==> src/rtl/kas_pkg.sv <==
package kas_pkg;

  localparam int CFG_W               = 12;
  localparam int CFG_IDX_W           = 2;
  localparam int BOARD_WIDTH_DEF     = 10;
  localparam int STEP_COUNT_BITS_DEF = 12;

  localparam logic [CFG_W-1:0] DELAY_RESET  = 12'd10;
  localparam logic [CFG_W-1:0] REPEAT_RESET = 12'd2;
  localparam logic [CFG_W-1:0] SWITCH_RESET = 12'd0;

  localparam logic MODE_EDGE = 1'b0;
  localparam logic MODE_STEP = 1'b1;

  typedef enum logic [2:0] {
    CMD_ROTCW    = 3'd0,
    CMD_ROTCCW   = 3'd1,
    CMD_HARDDROP = 3'd2,
    CMD_HOLD     = 3'd3,
    CMD_SOFTON   = 3'd4,
    CMD_SOFTOFF  = 3'd5,
    CMD_LEFT     = 3'd6,
    CMD_RIGHT    = 3'd7
  } cmd_e;

  typedef enum logic [3:0] {
    EDGE_ROTCW    = 4'd0,
    EDGE_ROTCCW   = 4'd1,
    EDGE_HARDDROP = 4'd2,
    EDGE_HOLD     = 4'd3,
    EDGE_SOFTON   = 4'd4,
    EDGE_SOFTOFF  = 4'd5,
    EDGE_LPRESS   = 4'd6,
    EDGE_RPRESS   = 4'd7,
    EDGE_LREL     = 4'd8,
    EDGE_RREL     = 4'd9
  } edge_e;

  typedef enum logic [1:0] {
    DIR_NONE  = 2'd0,
    DIR_LEFT  = 2'd1,
    DIR_RIGHT = 2'd2
  } dir_e;

  typedef enum logic [CFG_IDX_W-1:0] {
    CFG_DELAY  = 2'd0,
    CFG_REPEAT = 2'd1,
    CFG_SWITCH = 2'd2
  } cfg_idx_e;

  typedef struct packed {
    logic       mode;
    logic [3:0] edge_code;
    logic       left_held;
    logic       right_held;
  } in_item_t;

  typedef struct packed {
    logic [2:0] command;
    logic       last;
  } out_item_t;

  typedef struct packed {
    logic [CFG_W-1:0] delay_steps;
    logic [CFG_W-1:0] repeat_steps;
    logic [CFG_W-1:0] switch_delay_steps;
  } cfg_t;

  // First result of an item and the command used for every later one.
  typedef struct packed {
    cmd_e cmd_a;
    cmd_e cmd_b;
  } cmd_pair_t;

  function automatic cmd_e move_cmd(input dir_e dir);
    return (dir == DIR_LEFT) ? CMD_LEFT : CMD_RIGHT;
  endfunction

endpackage

==> src/rtl/kas_cfg_regs.sv <==
module kas_cfg_regs (
  input  logic                           clk,
  input  logic                           rst_n,
  input  logic                           wr_en,
  input  logic [kas_pkg::CFG_IDX_W-1:0]  wr_index,
  input  logic [kas_pkg::CFG_W-1:0]      wr_data,
  output kas_pkg::cfg_t                  cfg
);

  kas_pkg::cfg_t cfg_r;

  always_ff @(posedge clk) begin
    if (!rst_n) begin
      cfg_r.delay_steps        <= kas_pkg::DELAY_RESET;
      cfg_r.repeat_steps       <= kas_pkg::REPEAT_RESET;
      cfg_r.switch_delay_steps <= kas_pkg::SWITCH_RESET;
    end else if (wr_en) begin
      case (wr_index)
        kas_pkg::CFG_DELAY:  cfg_r.delay_steps        <= wr_data;
        kas_pkg::CFG_REPEAT: cfg_r.repeat_steps       <= wr_data;
        kas_pkg::CFG_SWITCH: cfg_r.switch_delay_steps <= wr_data;
        default: ;
      endcase
    end
  end

  assign cfg = cfg_r;

endmodule

==> src/rtl/kas_core.sv <==
module kas_core #(
  parameter int BOARD_WIDTH     = kas_pkg::BOARD_WIDTH_DEF,
  parameter int STEP_COUNT_BITS = kas_pkg::STEP_COUNT_BITS_DEF,
  parameter int NW              = 4
) (
  input  logic                clk,
  input  logic                rst_n,
  input  kas_pkg::cfg_t       cfg,
  input  kas_pkg::in_item_t   item,
  input  logic                commit,
  output kas_pkg::cmd_pair_t  cmds,
  output logic [NW-1:0]       count
);

  localparam int CW = STEP_COUNT_BITS;
  localparam int EW = (CW > kas_pkg::CFG_W) ? CW : kas_pkg::CFG_W;
  localparam logic [CW-1:0] CNT_MAX = '1;

  kas_pkg::dir_e act_r, act_nxt;
  logic [CW-1:0] chg_r, chg_nxt;
  logic [CW-1:0] rc_r, rc_nxt;
  logic          rep_r, rep_nxt;
  logic          pp_r, pp_nxt;
  logic          pd_r, pd_nxt;

  logic [EW-1:0] delay_ext, repeat_ext, switch_ext;
  logic [CW-1:0] das, arr, dcd;

  // Delay and repeat clamp to the counter maximum, switch to the delay.
  assign delay_ext  = EW'(cfg.delay_steps);
  assign repeat_ext = EW'(cfg.repeat_steps);
  assign switch_ext = EW'(cfg.switch_delay_steps);
  assign das = (delay_ext > EW'(CNT_MAX)) ? CNT_MAX : delay_ext[CW-1:0];
  assign arr = (repeat_ext > EW'(CNT_MAX)) ? CNT_MAX : repeat_ext[CW-1:0];
  assign dcd = (switch_ext > EW'(das)) ? das : switch_ext[CW-1:0];

  always_comb begin
    kas_pkg::dir_e pdir;
    kas_pkg::dir_e fdir;
    logic          started;
    logic          sw;
    logic          other_held;
    logic [CW-1:0] chg_inc;
    logic [CW-1:0] rc_inc;

    act_nxt = act_r;
    chg_nxt = chg_r;
    rc_nxt  = rc_r;
    rep_nxt = rep_r;
    pp_nxt  = pp_r;
    pd_nxt  = pd_r;
    cmds.cmd_a = kas_pkg::CMD_ROTCW;
    cmds.cmd_b = kas_pkg::CMD_ROTCW;
    count   = '0;
    started = 1'b0;
    pdir    = pd_r ? kas_pkg::DIR_RIGHT : kas_pkg::DIR_LEFT;
    fdir    = kas_pkg::DIR_NONE;
    sw      = 1'b0;
    other_held = 1'b0;
    chg_inc = (chg_r != CNT_MAX) ? chg_r + CW'(1) : chg_r;
    rc_inc  = (rc_r != CNT_MAX) ? rc_r + CW'(1) : rc_r;

    if (item.mode == kas_pkg::MODE_EDGE) begin
      case (item.edge_code)
        kas_pkg::EDGE_ROTCW, kas_pkg::EDGE_ROTCCW, kas_pkg::EDGE_HARDDROP,
        kas_pkg::EDGE_HOLD, kas_pkg::EDGE_SOFTON, kas_pkg::EDGE_SOFTOFF: begin
          cmds.cmd_a = kas_pkg::cmd_e'(item.edge_code[2:0]);
          cmds.cmd_b = cmds.cmd_a;
          count      = NW'(1);
        end
        kas_pkg::EDGE_LPRESS: begin
          pp_nxt = 1'b1;
          pd_nxt = 1'b0;
        end
        kas_pkg::EDGE_RPRESS: begin
          pp_nxt = 1'b1;
          pd_nxt = 1'b1;
        end
        default: ;
      endcase
    end else begin
      if (pp_r) begin
        sw = (act_r != kas_pkg::DIR_NONE) && (act_r != pdir);
        cmds.cmd_a = kas_pkg::move_cmd(pdir);
        cmds.cmd_b = cmds.cmd_a;
        count   = NW'(1);
        act_nxt = pdir;
        rc_nxt  = '0;
        rep_nxt = 1'b0;
        chg_nxt = sw ? das - dcd : '0;
        pp_nxt  = 1'b0;
        started = 1'b1;
      end
      // The active key was let go: fall back to the other key or stop.
      if ((act_nxt == kas_pkg::DIR_LEFT && !item.left_held) ||
          (act_nxt == kas_pkg::DIR_RIGHT && !item.right_held)) begin
        other_held = (act_nxt == kas_pkg::DIR_LEFT) ? item.right_held : item.left_held;
        fdir = (act_nxt == kas_pkg::DIR_LEFT) ? kas_pkg::DIR_RIGHT : kas_pkg::DIR_LEFT;
        if (other_held) begin
          cmds.cmd_b = kas_pkg::move_cmd(fdir);
          if (!started) begin
            cmds.cmd_a = cmds.cmd_b;
          end
          count   = count + NW'(1);
          act_nxt = fdir;
          started = 1'b1;
        end else begin
          act_nxt = kas_pkg::DIR_NONE;
        end
        rc_nxt  = '0;
        rep_nxt = 1'b0;
        chg_nxt = '0;
      end
      if (act_nxt != kas_pkg::DIR_NONE && !started) begin
        cmds.cmd_a = kas_pkg::move_cmd(act_nxt);
        cmds.cmd_b = cmds.cmd_a;
        if (!rep_r) begin
          chg_nxt = chg_inc;
          if (chg_inc >= das) begin
            rep_nxt = 1'b1;
            rc_nxt  = '0;
            count   = (arr == '0) ? NW'(BOARD_WIDTH) : NW'(1);
          end
        end else if (arr == '0) begin
          count = NW'(BOARD_WIDTH);
        end else if (rc_inc >= arr) begin
          count  = NW'(1);
          rc_nxt = '0;
        end else begin
          rc_nxt = rc_inc;
        end
      end
    end
  end

  always_ff @(posedge clk) begin
    if (!rst_n) begin
      act_r <= kas_pkg::DIR_NONE;
      chg_r <= '0;
      rc_r  <= '0;
      rep_r <= 1'b0;
      pp_r  <= 1'b0;
      pd_r  <= 1'b0;
    end else if (commit) begin
      act_r <= act_nxt;
      chg_r <= chg_nxt;
      rc_r  <= rc_nxt;
      rep_r <= rep_nxt;
      pp_r  <= pp_nxt;
      pd_r  <= pd_nxt;
    end
  end

`ifndef SYNTHESIS
  a_repeat_needs_dir: assert property (@(posedge clk) disable iff (!rst_n)
    rep_r |-> act_r != kas_pkg::DIR_NONE)
    else $error("repeating with no active direction");

  a_count_bounded: assert property (@(posedge clk) disable iff (!rst_n)
    count <= NW'(BOARD_WIDTH) || count <= NW'(2))
    else $error("item causes more results than allowed");

  a_idle_counters: assert property (@(posedge clk) disable iff (!rst_n)
    act_r == kas_pkg::DIR_NONE |-> chg_r == '0 && rc_r == '0)
    else $error("counters not cleared while stopped");
`endif

endmodule

==> src/rtl/kas_emit.sv <==
module kas_emit #(
  parameter int MAX_RES = kas_pkg::BOARD_WIDTH_DEF,
  parameter int NW      = 4
) (
  input  logic                clk,
  input  logic                rst_n,
  input  logic                load,
  input  kas_pkg::cmd_pair_t  cmds,
  input  logic [NW-1:0]       count,
  output logic                free,
  output logic                out_valid,
  input  logic                out_ready,
  output kas_pkg::out_item_t  out_data
);

  logic               v_r;
  logic               first_r;
  logic [NW-1:0]      rem_r;
  kas_pkg::cmd_pair_t cmds_r;
  logic               fire;

  assign fire = v_r && out_ready;
  assign free = !v_r || (out_ready && rem_r == NW'(1));

  always_ff @(posedge clk) begin
    if (!rst_n) begin
      v_r     <= 1'b0;
      first_r <= 1'b0;
    end else if (load) begin
      v_r     <= 1'b1;
      first_r <= 1'b1;
    end else if (fire) begin
      v_r     <= (rem_r != NW'(1));
      first_r <= 1'b0;
    end
  end

  always_ff @(posedge clk) begin
    if (load) begin
      cmds_r <= cmds;
      rem_r  <= count;
    end else if (fire) begin
      rem_r  <= rem_r - NW'(1);
    end
  end

  assign out_valid        = v_r;
  assign out_data.command = first_r ? cmds_r.cmd_a : cmds_r.cmd_b;
  assign out_data.last    = (rem_r == NW'(1));

`ifndef SYNTHESIS
  a_rem_nonzero: assert property (@(posedge clk) disable iff (!rst_n)
    v_r |-> rem_r != '0)
    else $error("result pending with nothing left to send");

  a_rem_bounded: assert property (@(posedge clk) disable iff (!rst_n)
    v_r |-> rem_r <= NW'(MAX_RES))
    else $error("more results pending than one item can cause");

  a_burst_continues: assert property (@(posedge clk) disable iff (!rst_n)
    (fire && rem_r != NW'(1)) |=> v_r && !first_r)
    else $error("burst of results cut short");

  a_no_load_busy: assert property (@(posedge clk) disable iff (!rst_n)
    load |-> free)
    else $error("new results loaded over pending ones");
`endif

endmodule

==> src/rtl/key_autorepeat_shifter_top.sv <==
// Channel  Direction  Handshake              Payload
// in_      input      in_valid / in_ready    kas_pkg::in_item_t  (mode, edge_code, held levels)
// out_     output     out_valid / out_ready  kas_pkg::out_item_t (command, last)
// cfg_     input      cfg_valid / cfg_ready  cfg_index, cfg_data (always ready)
//
// An item is held in the input register and moves its results to the output register, from
// which its first result is offered. Items with no result flow one per cycle, and items with
// one result do so too while the receiver keeps out_ready high. An item with n results keeps
// the output register until all n are sent (n is at most BOARD_WIDTH, or two for key starts);
// the next item that causes results waits in the input register until the last is sent.
// Reset is synchronous and active low; it restores the register defaults and clears all
// key state at once, with no clearing pass.
module key_autorepeat_shifter_top #(
  parameter int BOARD_WIDTH     = kas_pkg::BOARD_WIDTH_DEF,
  parameter int STEP_COUNT_BITS = kas_pkg::STEP_COUNT_BITS_DEF
) (
  input  logic                           clk,
  input  logic                           rst_n,
  input  logic                           in_valid,
  output logic                           in_ready,
  input  kas_pkg::in_item_t              in_data,
  output logic                           out_valid,
  input  logic                           out_ready,
  output kas_pkg::out_item_t             out_data,
  input  logic                           cfg_valid,
  output logic                           cfg_ready,
  input  logic [kas_pkg::CFG_IDX_W-1:0]  cfg_index,
  input  logic [kas_pkg::CFG_W-1:0]      cfg_data
);

  localparam int MAX_RES = (BOARD_WIDTH > 2) ? BOARD_WIDTH : 2;
  localparam int NW      = $clog2(MAX_RES + 1);

  logic               in_v_r;
  kas_pkg::in_item_t  in_item_r;
  kas_pkg::cfg_t      cfg;
  kas_pkg::cmd_pair_t cmds;
  logic [NW-1:0]      count;
  logic               emit_free;
  logic               adv;

  assign cfg_ready = 1'b1;

  kas_cfg_regs u_cfg (
    .clk      (clk),
    .rst_n    (rst_n),
    .wr_en    (cfg_valid),
    .wr_index (cfg_index),
    .wr_data  (cfg_data),
    .cfg      (cfg)
  );

  // An item with no results never waits on the output side.
  assign adv      = in_v_r && (count == '0 || emit_free);
  assign in_ready = !in_v_r || adv;

  always_ff @(posedge clk) begin
    if (!rst_n) begin
      in_v_r <= 1'b0;
    end else if (in_valid && in_ready) begin
      in_v_r <= 1'b1;
    end else if (adv) begin
      in_v_r <= 1'b0;
    end
  end

  always_ff @(posedge clk) begin
    if (in_valid && in_ready) begin
      in_item_r <= in_data;
    end
  end

  kas_core #(
    .BOARD_WIDTH     (BOARD_WIDTH),
    .STEP_COUNT_BITS (STEP_COUNT_BITS),
    .NW              (NW)
  ) u_core (
    .clk    (clk),
    .rst_n  (rst_n),
    .cfg    (cfg),
    .item   (in_item_r),
    .commit (adv),
    .cmds   (cmds),
    .count  (count)
  );

  kas_emit #(
    .MAX_RES (MAX_RES),
    .NW      (NW)
  ) u_emit (
    .clk       (clk),
    .rst_n     (rst_n),
    .load      (adv && count != '0),
    .cmds      (cmds),
    .count     (count),
    .free      (emit_free),
    .out_valid (out_valid),
    .out_ready (out_ready),
    .out_data  (out_data)
  );

endmodule

==> config.mk <==
export PLATFORM = sky130hd
export DESIGN_NAME = key_autorepeat_shifter_top
export DESIGN_NICKNAME = d
export VERILOG_FILES = /design/src/rtl/kas_pkg.sv /design/src/rtl/kas_cfg_regs.sv /design/src/rtl/kas_core.sv /design/src/rtl/kas_emit.sv /design/src/rtl/key_autorepeat_shifter_top.sv
export SDC_FILE = /design/constraint.sdc
export NUM_CORES = 1
export LEC_CHECK = 0
export ABC_AREA = 1
export BUFFER_PORTS_ARGS = -buffer_cell sky130_fd_sc_hd__buf_2
export CAP_MARGIN = 20
export CELL_PAD_IN_SITES_DETAIL_PLACEMENT = 1
export CELL_PAD_IN_SITES_GLOBAL_PLACEMENT = 2
export CORE_MARGIN = 10
export CORE_UTILIZATION = 37
export DETAILED_ROUTE_END_ITERATION = 12
export GPL_ROUTABILITY_DRIVEN = 0
export PLACE_DENSITY_LB_ADDON = 0.1
export SLEW_MARGIN = 20
export SYNTH_ARGS = -nofsm -noshare
export SYNTH_HDL_FRONTEND = slang
export SYNTH_SLANG_ARGS = --single-unit
==> constraint.sdc <==
create_clock -name clk -period 10 [get_ports clk]
set_input_delay 0.5 -clock clk [delete_from_list [all_inputs] [get_ports clk]]
set_output_delay 0.5 -clock clk [all_outputs]
set_load 0.005 [all_outputs]
======== After elaboration in Yosys (flattened, before gate mapping) ========
Index checks and enable logic that the tools add are counted.
W data, S select, Z words.
word-level totals
  bits of input ports ..................... 26
  flip-flop bits (word level) ............. 85
  output and inout port bits .............. 7
  logic and storage cells ................. 155
cells by class
  bitwise operators ....................... 1
  muxes and demuxes ....................... 69
  magnitude comparators ................... 5
  add/sub/neg operators ................... 5
  eq/ne operators ......................... 19
  reduce and logical (&&, ||, !) cells .... 37
operators by type and width
  cell                     number
  $mux W12                 17
  $mux W4                  12
  $mux W6                  6
  $add A12 B1 Y12 const B  2
  $ge A12 B12 Y1           2
  $gt A12 B12 Y1 const B   2
  $mux W1                  24
  $ne A12 B12 Y1 const B   2
  $eq A4 B3 Y1 const B     4
  $mux W2                  7
  $gt A12 B12 Y1           1
  $logic_not A12 Y1        1
  $reduce_bool A2 Y1       6
  $sub A12 B12 Y12         1
  $eq A2 B1 Y1 const B     5
  $reduce_and A2 Y1        5
  $logic_and A1 B1 Y1      9
  $eq A4 B1 Y1 const B     2
  $eq A4 B2 Y1 const B     2
  $logic_not A4 Y1         2
  $mux W3                  2
  $reduce_or A6 Y1         1
  $logic_not A1 Y1         5
  $add A4 B1 Y4 const B    1
  11 further kinds         15

======== Depth between registers and ports, before layout ========
  word-level depth ........................ 18
  depth in mapped cells ................... 29
  gate-level depth less buffers ........... 29

======== Cells and area by module ========
A second synthesis with hierarchy kept.
second synthesis, totals
  cell total of the unflattened synthesis .. 1031
  area, all modules ....................... 6897.9 µm²
modules (own cells, without submodules)
  module                      times used  seq. area each (µm²)  area each (µm²)  cells an instance
  kas_core                    1           580.6                 4398.0           733
  kas_cfg_regs                1           720.7                 1654.1           229
  kas_emit                    1           340.3                 539.3            46
  key_autorepeat_shifter_top  1           230.2                 306.5            23

======== Least setup slack after synthesis ========
OpenSTA, ideal clock, no wires.
  path type ............................... register to register
  from .................................... reg u_core.rc_r[0]
  to ...................................... reg u_emit.rem_r[0] (enable)
  cell stages (with the launch flop) ...... 28
  data arrival time ....................... 3356 ps
  path buffers ............................ 0
  path slack .............................. 6283 ps
  clock period less this slack ............ 3717 ps
  setup time .............................. 361 ps
  required time ........................... 9639 ps
  cell sequence ........................... dfxtp_1 ha_1 nand2_1 nor3_1 nand3b_1 nand2_1 nor2_1 nand3_1 nor2_1 nand2_1 nand2_1 ha_1 nand2_1 nor2_1 nand2_1 nor2_1 nand2_1 nand2_1 nor2_1 nor2_1 nand2_1 nand3_2 nand3_2 nand2_4 nand2_1 inv_2 nand2_1 o21ai_0
between the ends
  longest elaborated chain between the ends .. 13
  elaborated cells on any way between the ends .. 15
  classes of those cells .................. add/sub (1); order compare (1); eq/ne (1); mux (6); reduce/logical (6)
RTL lines
  what                                               RTL line                          text
  start, declared                                    kas_core.sv:21                    logic [CW-1:0] rc_r, rc_nxt;
  start signal, assigned                             kas_core.sv:147                   rc_r <= rc_nxt;
  $add A12 B1 Y12 or $ne A12 B12 Y1 (tied branches)  kas_core.sv:61                    rc_inc = (rc_r != CNT_MAX) ? rc_r + CW'(1) : rc_r;
  $mux W12 *                                         kas_core.sv:61
  $ge A12 B12 Y1 *                                   kas_core.sv:126                   end else if (rc_inc >= arr) begin
  $mux W4 *                                          kas_core.sv:126
  $mux W4 *                                          kas_core.sv:124                   end else if (arr == '0) begin
  $mux W4 *                                          kas_core.sv:117                   if (!rep_r) begin
  $mux W4 *                                          kas_core.sv:114                   if (act_nxt != kas_pkg::DIR_NONE && !started) begin
  $mux W4 *                                          kas_core.sv:63                    if (item.mode == kas_pkg::MODE_EDGE) begin
  $logic_not A4 Y1                                   key_autorepeat_shifter_top.sv:54  assign adv = in_v_r && (count == '0 || emit_free);
  $logic_or A1 B1 Y1                                 key_autorepeat_shifter_top.sv:54
  $logic_and A1 B1 Y1                                key_autorepeat_shifter_top.sv:54
  $logic_and A1 B1 Y1 *                              key_autorepeat_shifter_top.sv:93  .load (adv && count != '0),
  $reduce_bool A2 Y1 (no source line) *              n/a
  end signal, assigned                               kas_emit.sv:41                    rem_r <= count;
  end signal, assigned                               kas_emit.sv:43                    rem_r <= rem_r - NW'(1);
  end, declared                                      kas_emit.sv:18                    logic [NW-1:0] rem_r;
Every way passes the cells marked *; elsewhere a longest branch is shown, timed or not.
A chain may end at the register's enable or synchronous reset.

======== Worst setup path after layout ========
  from .................................... reg u_core.rc_r[0]
  to ...................................... reg u_core.chg_r[0]
between the ends
  longest elaborated chain between the ends .. 12
  elaborated cells on any way between the ends .. 13
  classes of those cells .................. add/sub (1); order compare (1); eq/ne (1); mux (6); reduce/logical (4)
RTL lines
  what                                               RTL line                          text
  $add A12 B1 Y12 or $ne A12 B12 Y1 (tied branches)  kas_core.sv:61
  $mux W12 *                                         kas_core.sv:61
  $ge A12 B12 Y1 *                                   kas_core.sv:126
  $mux W4 *                                          kas_core.sv:126
  $mux W4 *                                          kas_core.sv:124
  $mux W4 *                                          kas_core.sv:117
  $mux W4 *                                          kas_core.sv:114
  $mux W4 *                                          kas_core.sv:63
  $logic_not A4 Y1 *                                 key_autorepeat_shifter_top.sv:54
  $logic_or A1 B1 Y1 *                               key_autorepeat_shifter_top.sv:54
  $logic_and A1 B1 Y1 *                              key_autorepeat_shifter_top.sv:54
  $reduce_and A2 Y1 (no source line) *               n/a
  end signal, assigned                               kas_core.sv:146                   chg_r <= chg_nxt;
  end, declared                                      kas_core.sv:20                    logic [CW-1:0] chg_r, chg_nxt;
Marks and branches as above.

==> impl_metrics.csv <==
group,metric,value,unit
run_status,outcome,"complete, no violations",
yosys,synth-xor-area-share,2.12,%
floorplanning,ios,33,
critical_path,cpMostUsedCell,"nand2_1",
clock_network,cts_buffer_depth,2,
grt,use_met1,21.7,%
finish,nFillCells,2166,
floorplanning,die_width,149,um
yosys,synth_top_family_by_area,"simple AND/OR/NAND/NOR gates",
timing,period_share,48.8,%
clock_network,cts_tree,"yes",
clock_network,ctsResizeCount,0,
flow_run,max_cap_violations,0,
critical_path,r2r_cells,28,
placement,port_buffers,31,
drt,via_count,6038,
drt,drt-total-wl,19.2,mm
critical_path,critPathLaunchType,"flop",
clock_network,insertion_delay,0.35,ns
clock_network,cts_setup_buffers,0,
critical_path,arrival,5.08,ns
drt,drt-initial-drc-count,259,
yosys,synth_most_common_cell,"nand2_1",
timing,finalSetupViolCount,0,
finish,drive_gt1_share,6.90,%
clock_network,clkSinkCount,83,
yosys,synth_top_area_share,21.9,%
grt,antenna_found_initial,0,
yosys,ys_seq_area_share,29.2,%
timing,rsz0062_at_grt,"false",
floorplanning,die_h,149,um
clock_network,root_buffer,"clkbuf_16",
finish,syn2layout_area_growth,9.20,%
grt,grtUsageTotal,17.5,%
min_path,hold_start,"in_data[0]",
timing,hold_violations,0,
floorplanning,fp-row-count,47,
floorplanning,core_region_area,0.0165,mm^2
critical_path,rr_endpoint,"u_core.chg_r[0]$_SDFFE_PN0P_",
critical_path,crit_type,"flop to flop",
grt,grt_pass1_wl,31.4,mm
clock_network,htreeDepth,3,
critical_path,cp_max_fo,37,
yosys,synth.area.mux_share,0.181,%
yosys,avgSynthCellArea,6.51,um^2
timing,worst_pin_slew,0.984,ns
timing,slew_headroom,33.9,%
min_path,min_path_type,"input pin to flop",
yosys,synthSimpleGateAreaFrac,28.5,%
yosys,synth_top_flop_cell,"dfxtp_1",
finish,nNetsFinal,1031,
critical_path,crit_path_top_delay_cell,"dfxtp_1",
clock_network,clk_pin_slew,0.06,ns
min_path,holdPathStages,1,
drt,wl_per_cell,16.3,um
critical_path,reg2reg_slack,5.12,ns
yosys,synthCells,953,
timing,slew_viol_final,0,
drt,drc_errors,0,
timing,fin_crit,4.88,ns
timing,skew,0.00602,ns
yosys,synth-compound-area-share,17.2,%
finish,diodes,0,
yosys,synth_edf_count,15,
grt,busiest_layer,"met2",
drt,ant_nets,0,
floorplanning,initial_core_util,37.5,%
yosys,async_flop_share,0,%
critical_path,worst_r2r_startpoint,"u_core.rc_r[0]$_SDFFE_PN0P_",
placement,hpwlAfterDp,15.0,mm
yosys,synth_cell_type_count,44,
yosys,synthAdderAreaFrac,11.0,%
grt,use_met2,30.0,%
critical_path,critical_path.max_stage_delay,0.43,ns
critical_path,worst-endpoint-required,10.20,ns
timing,whs,0.324,ns
grt,grtUsageMet3,2.26,%
grt,grt_pass1_vias,6235,
yosys,ys_seq_elements,83,
power_and_ir_drop,leakage,3.17,nW
power_and_ir_drop,p_per_area,141,mW/mm^2
yosys,syn_nets,1033,
min_path,min_to,"in_item_r[0]$_DFFE_PP_",
yosys,yosys-top-cells-area,"dfxtp_1, nand2_1, ha_1, inv_1, edfxtp_1",
drt,drt-pass1-iter-count,5,
floorplanning,dieArea,0.0223,mm^2
timing,fmax,205,MHz
yosys,ys.warnings.count,0,
grt,grt_max_degree,49,
clock_network,cts_hold_buf,0,
clock_network,cts-buffers-inserted,9,
yosys,yosysTopAreaCell,"dfxtp_1",
drt,post_drt_via_cell_ratio,5.13,
yosys,synthTopCellsByCount,"nand2_1, inv_1, nor2_1",
timing,finalSetupTns,0,ns
grt,grt-ovfl-total,0,
power_and_ir_drop,vdd_ir_drop_max,0.0864,mV
critical_path,critPathCaptureType,"flop",
yosys,synthesis.area,0.00620,mm^2
## cell usage in the layout (no fill, tap or decap), types with 2 or more instances in the layout
cell and n:
o32ai_1 5, nand3b_1 4, dfxtp_1 68, a31oi_1 3, or2_2 2, inv_1 136, nor4_1 2, clkbuf_1 2
nand2_1 239, nor3_1 7, clkbuf_16 10, bufinv_16 2, o21ai_0 79, nand3_1 36, o211ai_1 7, ha_1 53
o31ai_1 2, nand2_4 2, a21oi_1 82, inv_2 3, xor2_1 15, nor2_1 97, buf_2 31, nand3_2 4
o22ai_1 5, edfxtp_1 15, nand4_1 15, a22oi_1 6, nand2_2 6, o21ai_1 3
## stage by stage
step / total power [mW] / setup WS (ns) / util [%] / cell area (um^2) / instances
floorplan: 0.525 / 6.28 / - / 6200 / 953
finish: 0.958 / 5.12 / 41.0 / 6780 / 1176
global placement: 0.573 / 5.33 / 38.9 / 6440 / 1160
detailed placement: 0.581 / 5.15 / 38.9 / 6440 / 1160
CTS: 0.970 / 5.10 / 41.0 / 6780 / 1176
global route: 1.01 / 4.57 / 41.0 / 6780 / 1176
## worst max-delay path: cells and delay by family (launching register included)
kind / cells / cell delay (ns)
buffers and inverters: 1 / 0.38
DFF: 1 / 0.43
adders and majority gates: 2 / 0.54
and+or+nand+nor: 25 / 3.37
## registers in the layout (all words and copies together) (netlist names)
name,cells
u_core.chg_r,12
u_core.act_r,2
u_cfg.cfg,36
u_emit.rem_r,4
u_emit.cmds_r,4
in_item_r,7
u_core.rep_r,1
u_emit.out_valid,1
u_core.pp_r,1
u_emit.first_r,1
u_core.rc_r,12
u_core.pd_r,1
in_v_r,1
## cells by family (layout without fill, tap and decap cells)
logic type / count (synthesis) / in the layout
other: 1 / 1
xor gates and xnor gates: 15 / 15
DFF: 83 / 83
AOI/OAI and AO/OA: 197 / 197
and+or+nand+nor: 418 / 418
adders and majority gates: 54 / 54
buffers and inverters: 184 / 187
muxes: 1 / 1
## worst max path at each step
stage                                           start                           end  slack, ns  cells after the start
after floorplan           u_core.rc_r[0]$_SDFFE_PN0P_     u_emit.rem_r[0]$_DFFE_PP_       6.28                     27
after global placement    u_core.rc_r[0]$_SDFFE_PN0P_  u_core.chg_r[0]$_SDFFE_PN0P_       5.33                     27
after detailed placement  u_core.rc_r[0]$_SDFFE_PN0P_  u_core.chg_r[6]$_SDFFE_PN0P_       5.15                     28
after CTS                 u_core.rc_r[0]$_SDFFE_PN0P_   u_core.rc_r[8]$_SDFFE_PN0P_       5.10                     27
after global routing      u_core.rc_r[0]$_SDFFE_PN0P_  u_core.chg_r[0]$_SDFFE_PN0P_       4.57                     28
final                     u_core.rc_r[0]$_SDFFE_PN0P_  u_core.chg_r[0]$_SDFFE_PN0P_       5.12                     28
## per-layer routing
layer / vias up / routed length, um
met1: 2869 / 8890
li1: 3084 / -
met5: - / 0
met4: 0 / 480
met3: 26 / 364
met2: 59 / 9430
## final cells by class
cell class,instances,area [um^2],share of cell area (%)
Tap cell,220,275,4.06
Clock inverter,3,67.6,0.997
Multi-Input combinational cell,686,3670,54.1
Sequential cell,83,1810,26.7
Clock buffer,13,272,4.01
Timing Repair Buffer,31,155,2.29
Inverter,140,527,7.77
## power breakdown
group	switching [mW]	internal, mW	total, mW
Combinational	0.140	0.0659	0.206
Sequential	0.0116	0.356	0.368
Clock	0.143	0.241	0.385
Total	0.295	0.663	0.958
Power figures use the tool's default switching activity.
